<file path="src/rtl/clipped_uv_sphere_tessellator_assert.svh">
// Assertion macros for the sphere tessellator
`ifndef CLIPPED_UV_SPHERE_TESSELLATOR_ASSERT_SVH
`define CLIPPED_UV_SPHERE_TESSELLATOR_ASSERT_SVH

// same-cycle implication, checked out of reset
`define CUST_ASSERT_IMP(lbl, clk, rst_n, a, b) \
    lbl: assert property (@(posedge clk) disable iff (!rst_n) (a) |-> (b)) \
        else $error("tessellator check failed");

// next-cycle implication, checked out of reset
`define CUST_ASSERT_NXT(lbl, clk, rst_n, a, b) \
    lbl: assert property (@(posedge clk) disable iff (!rst_n) (a) |=> (b)) \
        else $error("tessellator check failed");

`endif

</file>
<file path="src/rtl/cust_pkg.sv">
// Shared types and constants of the sphere tessellator
package cust_pkg;

    localparam int NUM_W = 41;

    localparam logic [1:0] CFG_STACK_COUNT  = 2'd0;
    localparam logic [1:0] CFG_SLICE_COUNT  = 2'd1;
    localparam logic [1:0] CFG_TOP_LIMIT    = 2'd2;
    localparam logic [1:0] CFG_BOTTOM_LIMIT = 2'd3;

    localparam logic KIND_VERTEX   = 1'b0;
    localparam logic KIND_TRIANGLE = 1'b1;

    localparam logic [31:0] HALF_PI_Q30 = 32'd1686629713;

    localparam logic [7:0] DIV_SIN [7] = '{8'd6, 8'd20, 8'd42, 8'd72, 8'd110, 8'd156, 8'd210};
    localparam logic [7:0] DIV_COS [7] = '{8'd2, 8'd12, 8'd30, 8'd56, 8'd90, 8'd132, 8'd182};

    localparam logic [31:0] RECIP_SIN [7] = '{
        32'((64'd1 << 32) / 64'd6),   32'((64'd1 << 32) / 64'd20),
        32'((64'd1 << 32) / 64'd42),  32'((64'd1 << 32) / 64'd72),
        32'((64'd1 << 32) / 64'd110), 32'((64'd1 << 32) / 64'd156),
        32'((64'd1 << 32) / 64'd210)};
    localparam logic [31:0] RECIP_COS [7] = '{
        32'((64'd1 << 32) / 64'd2),   32'((64'd1 << 32) / 64'd12),
        32'((64'd1 << 32) / 64'd30),  32'((64'd1 << 32) / 64'd56),
        32'((64'd1 << 32) / 64'd90),  32'((64'd1 << 32) / 64'd132),
        32'((64'd1 << 32) / 64'd182)};

    typedef struct packed {
        logic [8:0]         stack_count;
        logic [8:0]         slice_count;
        logic signed [15:0] top_limit;
        logic signed [15:0] bottom_limit;
    } t_cfg;

    typedef struct packed {
        logic signed [15:0] x0;
        logic signed [15:0] y0;
        logic signed [15:0] z0;
        logic signed [15:0] x1;
        logic signed [15:0] y1;
        logic signed [15:0] z1;
        logic [17:0]        base;
        logic               tris;
    } t_job;

    typedef enum logic [3:0] {
        F_IDLE, F_CHECK, F_DIV_TOP, F_TRIG_TOP, F_DIV_BOT, F_TRIG_BOT,
        F_CLIP, F_DIV_STEP, F_TRIG_STEP, F_MUL, F_PUSH
    } t_front_state;

    typedef enum logic [2:0] {
        T_IDLE, T_X, T_X2, T_MP, T_MR, T_FIX, T_MAP, T_DONE
    } t_trig_state;

endpackage

</file>
<file path="src/rtl/cust_fifo.sv">
// Two-entry queue between front and back end
module cust_fifo import cust_pkg::*; (
    input  logic i_clk,
    input  logic i_rst_n,
    input  logic i_push,
    input  t_job i_job,
    output logic o_full,
    input  logic i_pop,
    output logic o_nempty,
    output t_job o_job
);
    t_job       r_mem [2];
    logic       r_wp;
    logic       r_rp;
    logic [1:0] r_cnt;

    assign o_full   = (r_cnt == 2'd2);
    assign o_nempty = (r_cnt != 2'd0);
    assign o_job    = r_mem[r_rp];

    always_ff @(posedge i_clk) begin
        if (!i_rst_n) begin
            r_wp  <= 1'b0;
            r_rp  <= 1'b0;
            r_cnt <= '0;
        end else begin
            if (i_push) begin
                r_wp <= !r_wp;
            end
            if (i_pop) begin
                r_rp <= !r_rp;
            end
            r_cnt <= 2'(r_cnt + 2'(i_push) - 2'(i_pop));
        end
    end

    always_ff @(posedge i_clk) begin
        if (i_push) begin
            r_mem[r_wp] <= i_job;
        end
    end

endmodule

</file>
<file path="config.mk">
export PLATFORM = sky130hd
export DESIGN_NAME = cust_fifo
export DESIGN_NICKNAME = d
export VERILOG_FILES = /design/src/rtl/clipped_uv_sphere_tessellator_assert.svh /design/src/rtl/cust_pkg.sv /design/src/rtl/cust_fifo.sv
export SDC_FILE = /design/constraint.sdc
export NUM_CORES = 1
export LEC_CHECK = 0
export BUFFER_PORTS_ARGS = -buffer_cell sky130_fd_sc_hd__buf_2
export CELL_PAD_IN_SITES_DETAIL_PLACEMENT = 0
export CELL_PAD_IN_SITES_GLOBAL_PLACEMENT = 1
export CORE_MARGIN = 3
export CORE_UTILIZATION = 40
export CTS_CLUSTER_DIAMETER = 50
export DETAILED_ROUTE_END_ITERATION = 12
export GPL_TIMING_DRIVEN = 0
export HOLD_SLACK_MARGIN = 0.08
export PLACE_DENSITY_LB_ADDON = 0.08
export SLEW_MARGIN = 25
export SYNTH_ARGS = -nofsm -noshare
export SYNTH_HDL_FRONTEND = slang
export SYNTH_SLANG_ARGS = --single-unit
</file>
<file path="constraint.sdc">
create_clock -name i_clk -period 6.7 [get_ports i_clk]
set_clock_uncertainty 0.2 [all_clocks]
set_input_delay 1.34 -clock i_clk [delete_from_list [all_inputs] [get_ports i_clk]]
set_output_delay 1.34 -clock i_clk [all_outputs]
set_load 0.05 [all_outputs]
</file>
==> After elaboration in Yosys (flattened, before gate mapping) <==
Memories as Yosys holds them, arrays and structs flattened. A register that Yosys moved wholly into a read port is not among the register bits.
Index checks and enable logic that the tools add are counted.
{ "word_totals": {"ramBits": 230, "mem_count": 1, "input_bits": 119, "word_cells": 14, "out_inout_bits": 117, "ff_bits": 4} }
{ "op_classes": {"n_eq_ne": 1, "muxes": 4, "reduce_logical": 3, "addsub": 2} }
{ "mem_list": {"columns": ["name", "words", "width", "rd", "rd_ports_with_merged_regs", "wr", "line", "source"], "rows": [
  ["r_mem", 2, 115, 1, 1, 1, "cust_fifo.sv:12", "t_job r_mem [2];"]
]} }
{ "ops": {"columns": ["operator", "n"], "rows": [
  ["1-bit two-way mux", 4],
  ["2-bit by 1-bit adder with 2-bit output", 1],
  ["2-bit equality test (second input constant)", 1],
  ["1-bit logical NOT", 2],
  ["2-bit nonzero test", 1],
  ["2-bit by 1-bit subtractor with 2-bit output", 1]
]} }

==> Logic depth before layout (Yosys ltp) <==
{ "depth": {"word_depth": 3, "ltp_mapped": 6, "mapped_depth_nobuf": 6} }

==> Worst setup path after synthesis <==
OpenSTA, ideal clock, no wires.
{ "synth_path": {"kind": "input to register", "from": "input port i_push", "to": "memory r_mem[0][0] (netlist name), enable pin", "setup_time_ns": 0.604, "stages": 1, "path_slack_ns": -0.468, "path_buffers": 0, "arrival_time_ns": 6.364, "t_required_ns": 5.896, "path_cell_list": "nor2b_1"} }
{ "synth_via": {"elab_chain_len": 2} }
{ "synth_lines": {"columns": ["element", "line", "source"], "rows": [
  ["start, declared", "cust_fifo.sv:5", "input logic i_push,"],
  ["1-bit two-way mux", "cust_fifo.sv:38", "if (i_push) begin"],
  ["1-bit two-way mux (implied by the code)", "cust_fifo.sv:39", "r_mem[r_wp] <= i_job;"],
  ["end, declared", "cust_fifo.sv:12", null]
]} }
No other way between the ends.

==> results.cfg <==
[clock_tree]
ctsLongestPathBuffers = 3
cts_buffers = 26
clock_latency_ps = 510
clock-sinks = 235
clk_pin_slew_ps = 50
cts_resized = 0
postCtsSetupBuffers = 0
cts_tree = built
holdBufCountCts = 0
root_buffer = clkbuf_16
h-tree-depth = 1

[pwr]
power_density_nw_per_um2 = 323
vdd.ir_drop.worst_v = 0.000196
total_power_mw = 3.63
power.leakage_nw = 4.37

[timing]
final_max_slew_viol_count = 0
post-route-period-util = 0.512
clock.fmax_mhz = 292
whs_ps = 391
worstMarginPinSlew_ps = 469
maxSlewHeadroom = 0.687
fin_setup_tns_ps = 0
setup_violations = 0
layout_setup_ws_ps = 3270
rsz0062_at_grt = no
hold_violations = 0
fin_crit_ps = 3430

[min_path]
whs_endpoint = r_rp
hp-class = reg2reg
min-delay-start = r_rp
whs_path_depth = 2

[logic_synthesis]
syn_area_um2 = 8730
yosysUniqueCellTypes = 14
syn_inst = 379
synth_ff_type = edfxtp_1
yosysWarnings = 0
ys_top_cells_by_count = edfxtp_1, mux2_2, mux2_4, buf_6, buf_2
yosysTopAreaCell = edfxtp_1
synth.top_cell.area_share = 0.792
synth-seq-cells = 235
syn_avg_cell_area_um2 = 23.0
yosys.cell_count.top_type = edfxtp_1
synth_edf_count = 230
synth_seq_area_share = 0.803
synth_area_leaders = edfxtp_1, mux2_4, mux2_2
ys_async_sr_fraction = 0
synth_fp_nets = 500

[cells_and_area]
final_area_um2 = 11200
multiInputGateArea_um2 = 1610
post-route-util = 0.530
areaGrowthSynthToFinish_pct = 28.8
drive_above_1_share = 0.614
fin_nets = 770
layout.cells.non_filler = 945
fillers = 1781
seq_area_um2 = 7010

[outcome]
outcome = complete, no violations

[global_routing]
grt_usage = 0.137
grt_max_degree = 45
grt_overflow = 0
antenna_found_initial = 6
grt_first_pass_wirelength_um = 25400
grt_pass1_vias = 4659

[worst_setup_path]
startpoint_type = register
r2r_end = r_mem[1][66]
crit_path_max_fanout = 10
worstPathRequired_ps = 5160
rrSetupSlack_ps = 4710
reg2reg_from = r_wp
worstSetupPathType = reg2out
end_kind = output port
rr_worst_depth = 3
crit_arrival_ps = 1890

[floorplan]
start_util = 0.411
rows = 53
dieHeight_um = 154
pin_count = 236
fp.dieArea_um2 = 23600
die_x_um = 154
core_um2 = 21200

[drt]
drt_iter0_markers = 191
drc = 0
drtPass1Iterations = 4
ant_nets = 0
routedWlPerCell_um = 17.7
via_per_inst = 4.63
wl_um = 16800
via_count = 4372

[placement]
gp_congestion = 0.737
dp_cells = 896
placed_cell_area_um2 = 10400
dp_slack_ps = 3600
dp_hpwl_um = 11800
portBuffers = 235

[job]
maxCapViolations = 0
logic make-up after synthesis:
family                     count (synthesis)  share of synthesized area
muxes                                    115                      0.170
AOI/OAI and AO/OA                          1                   0.000861
DFF                                      235                      0.803
buffers and inverters                     15                     0.0133
and+or+nand+nor                            9                    0.00645
adders and majority gates                  2                    0.00287
xor gates and xnor gates                   2                    0.00358
critical path, stage by stage (launching register included):
cell and delay (ps):
dfxtp_1 330, buf_6 140, buf_6 180, buf_6 200, mux2_4 310, buf_2 210
layer usage:
metal | track usage | share of wire | vias to the layer above
met4 | 0.0395 | 0.024 | 10
met3 | 0.0535 | 0.090 | 39
met1 | 0.159 | 0.38 | 2105
met5 | 0 | 0.0039 | -
met2 | 0.238 | 0.50 | 160
li1 | - | - | 2058
worst max-delay path by stage:
stage               startpoint            to  slack [ps]  cells past startpoint
floorplan               i_push   r_mem[0][0]        1700                      1
global placement        i_push  r_mem[0][65]        -160                      2
detailed placement      i_push  r_mem[1][72]        3600                      4
CTS                   register     o_job[87]        3200                      5
global route          register     o_job[97]        3180                      5
finish                register     o_job[87]        3270                      5
where the power goes:
part / switching [mW] / leakage (nW) / internal [mW]
logic: 0.409 / 1.77 / 0.198
clock network: 0.530 / 0.400 / 0.773
registers: 0.0180 / 2.20 / 1.70
final cells by class:
type,count,area share
multi-input cells,129,0.143
diodes,1,0.000223
clock inverters,11,0.00556
well taps,275,0.0306
clock buffers,37,0.0661
inverters,2,0.000668
flip-flops and latches,235,0.623
repair buffers,242,0.120
plain buffers,13,0.00968
state kept, by name, indices dropped and copies added (netlist names), named ones only:
| signal | cells |
|---|---|
| r_cnt | 2 |
| r_rp | 1 |
| r_wp | 1 |
| r_mem | 230 |
cells in the final DEF (no fill, tap or decap):
cell	netlist	layout
inv_6	0	2
diode_2	0	1
edfxtp_1	230	230
or2_2	1	1
clkinv_2	0	5
mux2_4	50	50
clkbuf_1	0	7
and2_1	4	3
buf_2	6	241
nor2b_4	0	1
ha_1	2	2
inv_1	2	2
clkinv_4	0	1
nor2b_1	4	3
clkbuf_8	0	3
xor2_1	1	1
clkinv_1	0	3
dfxtp_1	5	5
buf_6	7	7
clkbuf_16	0	27
xnor3_1	1	1
buf_12	0	2
mux2_2	65	65
buf_16	0	5
and2_4	0	1
o21a_1	1	1
No activity file was read; power rests on OpenSTA's default activity.
