<file path="src/rtl/clipped_uv_sphere_tessellator_assert.svh">
// Assertion macros for the sphere tessellator
`ifndef CLIPPED_UV_SPHERE_TESSELLATOR_ASSERT_SVH
`define CLIPPED_UV_SPHERE_TESSELLATOR_ASSERT_SVH

// same-cycle implication, checked out of reset
`define CUST_ASSERT_IMP(lbl, clk, rst_n, a, b) \
    lbl: assert property (@(posedge clk) disable iff (!rst_n) (a) |-> (b)) \
        else $error("tessellator check failed");

// next-cycle implication, checked out of reset
`define CUST_ASSERT_NXT(lbl, clk, rst_n, a, b) \
    lbl: assert property (@(posedge clk) disable iff (!rst_n) (a) |=> (b)) \
        else $error("tessellator check failed");

`endif

</file>
<file path="src/rtl/cust_pkg.sv">
// Shared types and constants of the sphere tessellator
package cust_pkg;

    localparam int NUM_W = 41;

    localparam logic [1:0] CFG_STACK_COUNT  = 2'd0;
    localparam logic [1:0] CFG_SLICE_COUNT  = 2'd1;
    localparam logic [1:0] CFG_TOP_LIMIT    = 2'd2;
    localparam logic [1:0] CFG_BOTTOM_LIMIT = 2'd3;

    localparam logic KIND_VERTEX   = 1'b0;
    localparam logic KIND_TRIANGLE = 1'b1;

    localparam logic [31:0] HALF_PI_Q30 = 32'd1686629713;

    localparam logic [7:0] DIV_SIN [7] = '{8'd6, 8'd20, 8'd42, 8'd72, 8'd110, 8'd156, 8'd210};
    localparam logic [7:0] DIV_COS [7] = '{8'd2, 8'd12, 8'd30, 8'd56, 8'd90, 8'd132, 8'd182};

    localparam logic [31:0] RECIP_SIN [7] = '{
        32'((64'd1 << 32) / 64'd6),   32'((64'd1 << 32) / 64'd20),
        32'((64'd1 << 32) / 64'd42),  32'((64'd1 << 32) / 64'd72),
        32'((64'd1 << 32) / 64'd110), 32'((64'd1 << 32) / 64'd156),
        32'((64'd1 << 32) / 64'd210)};
    localparam logic [31:0] RECIP_COS [7] = '{
        32'((64'd1 << 32) / 64'd2),   32'((64'd1 << 32) / 64'd12),
        32'((64'd1 << 32) / 64'd30),  32'((64'd1 << 32) / 64'd56),
        32'((64'd1 << 32) / 64'd90),  32'((64'd1 << 32) / 64'd132),
        32'((64'd1 << 32) / 64'd182)};

    typedef struct packed {
        logic [8:0]         stack_count;
        logic [8:0]         slice_count;
        logic signed [15:0] top_limit;
        logic signed [15:0] bottom_limit;
    } t_cfg;

    typedef struct packed {
        logic signed [15:0] x0;
        logic signed [15:0] y0;
        logic signed [15:0] z0;
        logic signed [15:0] x1;
        logic signed [15:0] y1;
        logic signed [15:0] z1;
        logic [17:0]        base;
        logic               tris;
    } t_job;

    typedef enum logic [3:0] {
        F_IDLE, F_CHECK, F_DIV_TOP, F_TRIG_TOP, F_DIV_BOT, F_TRIG_BOT,
        F_CLIP, F_DIV_STEP, F_TRIG_STEP, F_MUL, F_PUSH
    } t_front_state;

    typedef enum logic [2:0] {
        T_IDLE, T_X, T_X2, T_MP, T_MR, T_FIX, T_MAP, T_DONE
    } t_trig_state;

endpackage

</file>
<file path="src/rtl/cust_back.sv">
// Back end: expand a queued job into vertex and triangle records
module cust_back import cust_pkg::*; (
    input  logic         i_clk,
    input  logic         i_rst_n,
    input  logic         i_nempty,
    input  t_job         i_job,
    output logic         o_pop,
    output logic         o_tvalid,
    input  logic         i_tready,
    output logic [103:0] o_tdata,
    output logic         o_tuser,
    output logic         o_tlast
);
    logic               r_tvalid;
    logic [1:0]         r_rec;
    logic               r_kind;
    logic               r_last;
    logic signed [15:0] r_px;
    logic signed [15:0] r_py;
    logic signed [15:0] r_pz;
    logic [17:0]        r_ca;
    logic [17:0]        r_cb;
    logic [17:0]        r_cc;

    logic load;
    logic last_rec;

    assign load     = i_nempty && (!r_tvalid || i_tready);
    assign last_rec = (r_rec == 2'd1 && !i_job.tris) || (r_rec == 2'd3);
    assign o_pop    = load && last_rec;

    always_ff @(posedge i_clk) begin
        if (!i_rst_n) begin
            r_tvalid <= 1'b0;
            r_rec    <= '0;
        end else if (load) begin
            r_tvalid <= 1'b1;
            r_rec    <= last_rec ? 2'd0 : r_rec + 2'd1;
        end else if (i_tready) begin
            r_tvalid <= 1'b0;
        end
    end

    always_ff @(posedge i_clk) begin
        if (load) begin
            r_last <= last_rec;
            case (r_rec)
                2'd0: begin
                    r_kind <= KIND_VERTEX;
                    r_px <= i_job.x0; r_py <= i_job.y0; r_pz <= i_job.z0;
                    r_ca <= '0; r_cb <= '0; r_cc <= '0;
                end
                2'd1: begin
                    r_kind <= KIND_VERTEX;
                    r_px <= i_job.x1; r_py <= i_job.y1; r_pz <= i_job.z1;
                    r_ca <= '0; r_cb <= '0; r_cc <= '0;
                end
                2'd2: begin
                    r_kind <= KIND_TRIANGLE;
                    r_px <= '0; r_py <= '0; r_pz <= '0;
                    r_ca <= i_job.base;
                    r_cb <= i_job.base + 18'd1;
                    r_cc <= i_job.base + 18'd2;
                end
                default: begin
                    r_kind <= KIND_TRIANGLE;
                    r_px <= '0; r_py <= '0; r_pz <= '0;
                    r_ca <= i_job.base + 18'd1;
                    r_cb <= i_job.base + 18'd3;
                    r_cc <= i_job.base + 18'd2;
                end
            endcase
        end
    end

    assign o_tvalid = r_tvalid;
    assign o_tdata  = {2'b00, r_cc, r_cb, r_ca, r_pz, r_py, r_px};
    assign o_tuser  = r_kind;
    assign o_tlast  = r_last;

endmodule

</file>
<file path="config.mk">
export PLATFORM = sky130hd
export DESIGN_NAME = cust_back
export DESIGN_NICKNAME = d
export VERILOG_FILES = /design/src/rtl/clipped_uv_sphere_tessellator_assert.svh /design/src/rtl/cust_pkg.sv /design/src/rtl/cust_back.sv
export SDC_FILE = /design/constraint.sdc
export NUM_CORES = 1
export LEC_CHECK = 0
export BUFFER_PORTS_ARGS = -buffer_cell sky130_fd_sc_hd__buf_2
export CAP_MARGIN = 20
export CORE_ASPECT_RATIO = 0.6
export CORE_MARGIN = 8
export CORE_UTILIZATION = 50
export CTS_BUF_LIST = sky130_fd_sc_hd__clkbuf_16
export DETAILED_ROUTE_END_ITERATION = 10
export PLACE_DENSITY = 0.91
export SYNTH_ARGS = -nofsm -noshare
export SYNTH_HDL_FRONTEND = slang
export SYNTH_SLANG_ARGS = --single-unit
</file>
<file path="constraint.sdc">
create_clock -name i_clk -period 10.1 [get_ports i_clk]
set_input_delay 2.02 -clock i_clk [delete_from_list [all_inputs] [get_ports i_clk]]
set_output_delay 2.02 -clock i_clk [all_outputs]
set_load 0.01 [all_outputs]
</file>
* Word-level counts from Yosys, hierarchy flattened
Cells that the tools add are included.
Cells by class: $add $sub $neg 4, multipliers 0, div/mod/pow operators 0, $lt $le $gt $ge 0, equal/unequal tests 3, shifts and indexed selects 0, multiplexer cells 9, bitwise gates (word level) 0, reduce and logical (&&, ||, !) cells 10
Operator list (count):
- $pmux 16 s2 | 3
- $pmux 18 s2 | 2
- $add 18x2->18 const B | 2
- $add 18x1->18 const B | 1
- $eq 2x2->1 const B | 2
- $logic_and 1x1->1 | 3
- $mux 1 | 3
- $add 2x1->2 const B | 1
- $eq 2x1->1 const B | 1
- $logic_not 1->1 | 2
- $logic_not 2->1 | 1
- $logic_or 1x1->1 | 2
- $mux 2 | 1
- $reduce_bool 2->1 | 1
- $reduce_or 2->1 | 1
Storage, ports and cells: flip-flop bits (word level) 107, bits in latches 0, bits in writable memories 0, memory bits (read-only) 0, logic and storage cells 36, memories kept 0

* Longest topological paths before layout
Gate-level depths: netlist of run 1.
depth in word-level cells 4, mapped depth 8, gate-level depth less buffers 6

* Worst setup path before layout of run 1
Ideal clock, no wire load.
path type input to register, start point in i_tready, end point reg r_last (netlist: o_tlast) (enable), data arrival time 4266 ps, data required time 9641 ps, path slack 5375 ps, stages 3, path through nand2b_1 > nand2_1 > inv_1
On the way: cells in the longest elaborated chain, start to end 2
Ends and longest elaborated chain:
- from (decl) | RTL line cust_back.sv:9 | input logic i_tready,
- $logic_or 1x1->1 | RTL line cust_back.sv:28 | assign load = i_nempty && (!r_tvalid || i_tready);
- $logic_and 1x1->1 | RTL line cust_back.sv:28
- via load | RTL line cust_back.sv:25 | logic load;
- to (signal assigned) | RTL line cust_back.sv:46 | r_last <= last_rec;
- to (decl) | RTL line cust_back.sv:17 | logic r_last;
The timed path passes the listed nets, and every way through them passes these cells. A chain may end at the register's enable or synchronous reset.

* Final worst setup path of run 1
start point in i_job[0] (netlist bit), end point out o_pop
On the way: cells in the longest elaborated chain, start to end 4
Ends and longest elaborated chain:
- from (decl) | RTL line cust_back.sv:6 | input t_job i_job,
- $logic_not 1->1 | RTL line cust_back.sv:29 | assign last_rec = (r_rec == 2'd1 && !i_job.tris) || (r_rec == 2'd3);
- $logic_and 1x1->1 | RTL line cust_back.sv:29
- $logic_or 1x1->1 | RTL line cust_back.sv:29
- $logic_and 1x1->1 | RTL line cust_back.sv:30 | assign o_pop = load && last_rec;
- to (decl) | RTL line cust_back.sv:7 | output logic o_pop,
Every way passes these cells.

==> results of run 1 <==
==> cell families after synthesis <==
kind of cell / share of synthesized area [%]
buf+inv: 5.26
fa+ha+maj: 1.81
flops: 57.5
xor+xnor: 2.69
compound gates: 17.6
mux: 1.47
other cells: 0.0677
simple gates: 13.7
==> layer usage <==
layer | vias up | GRT usage (%) | routed length, um
li1 | 2210 | - | -
met1 | 2249 | 30.3 | 7280
met2 | 309 | 34.4 | 7830
met3 | 25 | 7.38 | 1890
met4 | 0 | 5.15 | 237
met5 | - | 0 | 0
==> state kept, by name (all words and copies together), names as in the netlist <==
name      count
o_tlast       1
o_tuser       1
o_tvalid      1
r_ca         18
r_cb         18
r_cc         18
r_px         16
r_py         16
r_pz         16
r_rec         2
==> cell usage after synthesis (3+ instances only) <==
library cell	number
buf_4	8
xnor2_1	12
or3_1	7
a22o_1	48
a31oi_1	8
inv_1	15
nand4_1	7
mux2i_1	7
o31ai_1	3
o21ai_0	24
nand3_1	12
clkbuf_1	23
nor3_1	10
nand2b_1	5
a221oi_1	4
edfxtp_1	104
nand4_2	4
and4_1	3
a211oi_1	6
a21oi_1	21
nor4_1	7
and3_1	3
o21ai_1	3
buf_2	14
xor2_1	5
dfxtp_1	3
ha_1	8
nand2_1	36
nor2_1	30
a21boi_0	3
and2_1	3
==> where the power goes <==
group | internal, mW | switching (mW)
Sequential | 0.533 | 0.00984
Combinational | 0.0734 | 0.115
Clock | 0.195 | 0.159
Total | 0.801 | 0.284
==> area by class of cell <==
| type | instances | area share (%) |
|---|---|---|
| sequential | 107 | 45.8 |
| multi-input combinational | 311 | 29.8 |
| timing repair buffer | 229 | 16.7 |
| clock buffer | 9 | 3.24 |
| tap | 139 | 2.50 |
| clock inverter | 7 | 1.10 |
| inverter | 15 | 0.846 |
==> worst max-delay path, delay by kind of cell <==
kind | cells | cell delay (ns)
AOI/OAI and AO/OA | 1 | 0.30
and+or+nand+nor | 1 | 0.09
buffers and inverters | 3 | 0.27
==> worst max path at each step <==
| stage | from | to | slack, ns | cells past startpoint |
|---|---|---|---|---|
| floorplan | i_tready | o_tlast$_DFFE_PP_ | 5.38 | 3 |
| global placement | i_tready | o_pop | 5.45 | 5 |
| detailed placement | i_job[0] | o_pop | 5.41 | 5 |
| CTS | i_job[0] | o_pop | 5.41 | 5 |
| global route | i_tready | o_pop | 5.38 | 5 |
| finish | i_job[0] | o_pop | 5.40 | 5 |
==> flow_summary.toml, run 1 <==
[worst_hold_path]
hp-class = "flop to flop"
worstHoldStart = "o_tvalid$_SDFFE_PN0P_"
holdPathStages = 2
min_to = "o_tvalid$_SDFFE_PN0P_"

[final_layout]
num_antenna_cells = 0
area_delta_synth_final_pct = 25.5
instances_no_fill = 817
final_layout_size_suffix_gt1_share_pct = 38.3
fillers = 847
final-seq-area_um2 = 3180
utilization_pct = 65.1
nets = 800
final_area_um2 = 6950
final_common_cell = "buf_2"
final_cell_mix = "buf_2, edfxtp_1, a22o_1"
multiInputGateArea_um2 = 2070

[route]
vias_per_cell = 5.87
vias = 4793
wire_per_inst_um = 21.1
drtAntennaViolNets = 0
drt-initial-drc-count = 432
route.detailed.drc = 0
wl_um = 17200
dr.pass1.iters = 5

[power]
cellPowerDensity_nw_per_um2 = 156
p_leak_nw = 2.95
irDropWorstVdd_mv = 0.0859
power_mw = 1.08

[sta]
timing.hold.ws_ns = 0.530
tns_ns = 0
fmax_mhz = 213
fin_crit_ns = 4.70
fin_crit_sh_pct = 46.5
tightest_slew_ns = 0.840
rsz0062_at_grt = "false"
hold_violations = 0
maxSlewHeadroom_pct = 44.0
drv_slew = 0
clock_skew_ns = 0.00704
timing.final.ws_setup_ns = 5.40
finalSetupViolCount = 0

[synthesis]
synthesis.area_um2 = 5540
post-synth-top-area-fraction_pct = 56.4
yosys-top-cells-area = "edfxtp_1, a22o_1, nand2_1, o21ai_0, nor2_1"
synth_cells = 480
ys.warnings.count = 0
ys_ff_latch = 107
syn_area_per_cell_um2 = 11.5
synth_edf_count = 104
synth_top_area_cell = "edfxtp_1"
ys_async_sr_fraction_pct = 0
synth_cell_types = 58
synth-main-ff-cell = "edfxtp_1"
seq_area_frac_synth_pct = 57.5

[placed_design]
dpl.cell_count = 801
place.gp.congestion = 0.916
post_dp_cell_area_um2 = 6650
port_buffers = 224
place_ws_ns = 5.41
dp_hpwl_um = 12800

[worst_setup_path]
arrival_ns = 2.68
path_class = "input pin to output port"
path_common_cell = "buf_2"
r2r_start = "r_rec[0]$_SDFFE_PN0P_"
end_kind = "output port"
critPathMaxStageDelay_ns = 0.30
crit_fanout = 4
reg2reg_to = "r_ca[3]$_DFFE_PP_"
cp.required_ns = 8.08
crit_chain = "buf_2 > inv_1 > a21oi_1 > nor2_1 > buf_2"
rrSetupSlack_ns = 7.57
start_kind = "input pin"
crit_slowest_cell = "a21oi_1"
rr_worst_depth = 6

[cts]
clock_sinks = 107
holdBufCountCts = 0
htree_levels = 3
clk_latency_ns = 0.34
clk_pin_slew_ns = 0.07
cts_tree = "yes"
clk_path_buf_depth = 2
post_cts_buffers = 0
root_buffer = "clkbuf_16"
cts_resized = 0
cts_buffers = 9

[global_routing]
grt_pass1_vias = 4736
grt_max_degree = 68
grt_pass1_wl_um = 27000
grt_usage_pct = 22.5
grt_antenna_before_repair = 0
grt_overflow = 0

[floorplanning]
die_y_um = 97.5
die_x_um = 152
dieArea_um2 = 14800
ios = 227
core_area_um2 = 10700
start_util_pct = 51.9
row_count = 29

[outcome]
outcome = "completed"

[job]
maxCapViolations = 0
No activity file was read; power rests on OpenSTA's default activity.
==> run 2: changes to the inputs <==
Settings changed: ABC_AREA from default to 1, CORE_UTILIZATION 50 to 48, PLACE_DENSITY 0.91 to 0.88.
Clock period 10.1 ns to 4.6 ns, I/O delays scaled along.
==> flow_summary.toml, run 2 <==
[outcome]
outcome = "completed"

[sta]
clock_skew_ns = 0.0131
maxSlewHeadroom_pct = 37.4
hold_violations = 0
fin_crit_ns = 3.26
drv_slew = 0
fmax_mhz = 307
tightest_slew_ns = 0.939
tns_ns = 0
fin_crit_sh_pct = 70.8
timing.final.ws_setup_ns = 1.34
finalSetupViolCount = 0
rsz0062_at_grt = "false"

[final_layout]
final_layout_size_suffix_gt1_share_pct = 38.7
final_cell_mix = "buf_2, edfxtp_1, nand2_1"
nets = 850
final_common_cell = "buf_2"
area_delta_synth_final_pct = 28.2
instances_no_fill = 867
num_antenna_cells = 0
largestRegisters = "r_ca (18), r_cb (18), r_cc (18)"

[job]
maxCapViolations = 0

[floorplanning]
core_area_um2 = 10700
ios = 227
row_count = 29
start_util_pct = 49.9
die_y_um = 97.7
die_x_um = 152
dieArea_um2 = 14900

[synthesis]
syn_area_per_cell_um2 = 10.6
ys_async_sr_fraction_pct = 0
synth_cells = 506
synth_top_area_cell = "edfxtp_1"
synth-main-ff-cell = "edfxtp_1"
synth_cell_types = 32
post-synth-top-area-fraction_pct = 58.5
synth.most_common_cell = "edfxtp_1"
ys.warnings.count = 0
ys_ff_latch = 107
synthesis.area_um2 = 5340
seq_area_frac_synth_pct = 59.6
ys_top_cells_by_count = "edfxtp_1, nand2_1, a22o_1"
yosys-top-cells-area = "edfxtp_1, a22o_1, nand2_1, nand3_1, inv_1"
synth_edf_count = 104

[worst_hold_path]
holdPathStages = 2
hp-class = "flop to flop"
min_to = "o_tvalid$_SDFFE_PN0P_"
worstHoldStart = "o_tvalid$_SDFFE_PN0P_"

[global_routing]
grt_antenna_before_repair = 0
grt_pass1_vias = 4746
grt_overflow = 0
grt_pass1_wl_um = 25600
grt_usage_pct = 21.5
grt_max_degree = 68

[route]
vias = 4743
drtAntennaViolNets = 0
vias_per_cell = 5.47
wl_um = 16700
route.detailed.drc = 0
dr.pass1.iters = 6
drt-initial-drc-count = 513
wire_per_inst_um = 19.2

[cts]
clk_pin_slew_ns = 0.07
post_cts_buffers = 0
root_buffer = "clkbuf_16"
cts_tree = "yes"
clk_latency_ns = 0.35
holdBufCountCts = 0
cts_buffers = 9
htree_levels = 3
clock_sinks = 107
cts_resized = 0
clk_path_buf_depth = 2

[power]
cellPowerDensity_nw_per_um2 = 347
power_mw = 2.38
irDropWorstVdd_mv = 0.223
p_leak_nw = 3.11

[worst_setup_path]
reg2reg_to = "r_ca[6]$_DFFE_PP_"
rrSetupSlack_ns = 2.03
start_kind = "flop"
path_common_cell = "inv_1"
crit_chain = "ha_2 > inv_1 > o21ai_0 > inv_1 > nor2_1 > buf_2"
critPathMaxStageDelay_ns = 0.84
r2r_start = "r_rec[0]$_SDFFE_PN0P_"
crit_slowest_cell = "ha_2"
crit_start = "r_rec[0]$_SDFFE_PN0P_"
rr_worst_depth = 6
path_delay_family = "adder cells"
end_kind = "output port"
path_class = "flop to output port"
path_buf_inv = 3
crit_cells = 6
crit_fanout = 50
arrival_ns = 2.34
cp.required_ns = 3.68

[placed_design]
dpl.cell_count = 851
place.gp.congestion = 0.963
place_ws_ns = 1.70
port_buffers = 224
dp_hpwl_um = 12900
## run 2: cell count changes after synthesis, sizes merged, moves of 17 or more
cell / previous run / this run
clkbuf: 23 / 6
nand3: 13 / 38
o21ai: 27 / 45
nor2: 30 / 50
inv: 15 / 50
nand2: 37 / 95
## run 2: worst max-delay path by stage
stage	end	slack, ns
final	o_pop	1.34
after global routing	o_pop	1.15
after CTS	o_pop	1.32
after detailed placement	o_pop	1.70
after global placement	o_pop	1.89
after floorplan	o_tlast$_DFFE_PP_	0.99
## run 2: power by group
group | internal, mW | leakage, nW | switching, mW
combinational | 0.164 | 1.91 | 0.267
sequential | 1.18 | 1.06 | 0.0241
clock | 0.377 | 0.137 | 0.367
total | 1.72 | 3.11 | 0.658
## run 2: kinds of logic (layout without fill, tap and decap cells)
kind of cell,Yosys count,after routing,synth area share [%]
simple gates,190,190,16.4
fa+ha+maj,8,8,1.87
buf+inv,74,295,5.67
xor+xnor,9,9,1.48
other cells,1,2,0.0702
compound gates,117,117,14.9
flops,107,107,59.6
## run 2: worst min-delay path, stage by stage (launching register included)
cell and delay, ns:
dfxtp_1 0.31, nand2_1 0.08, a21oi_1 0.07
## run 2: through the flow
| stage | hold slack, ns | cell area, um2 | util, % |
|---|---|---|---|
| floorplan | 0.492 | 5350 | - |
| global placement | 0.475 | 6560 | 61.3 |
| detailed placement | 0.486 | 6560 | 61.3 |
| CTS | 0.504 | 6850 | 64.0 |
| global route | 0.535 | 6850 | 64.0 |
| finish | 0.508 | 6850 | 64.0 |
## run 2: layout make-up
type / count / area, um2
Fill cell: 857 / 3860
Sequential cell: 107 / 3180
Multi-Input combinational cell: 326 / 1860
Timing Repair Buffer: 227 / 1140
Clock buffer: 9 / 225
Inverter: 52 / 198
Tap cell: 139 / 174
Clock inverter: 7 / 60.1
## run 2: per-layer routing
metal	vias to the layer above	GRT usage (%)	routed length, um
met3	10	5.77	1460
met2	255	34.8	7980
met1	2251	28.5	7110
met4	0	4.20	112
li1	2227	-	-
met5	-	0	0
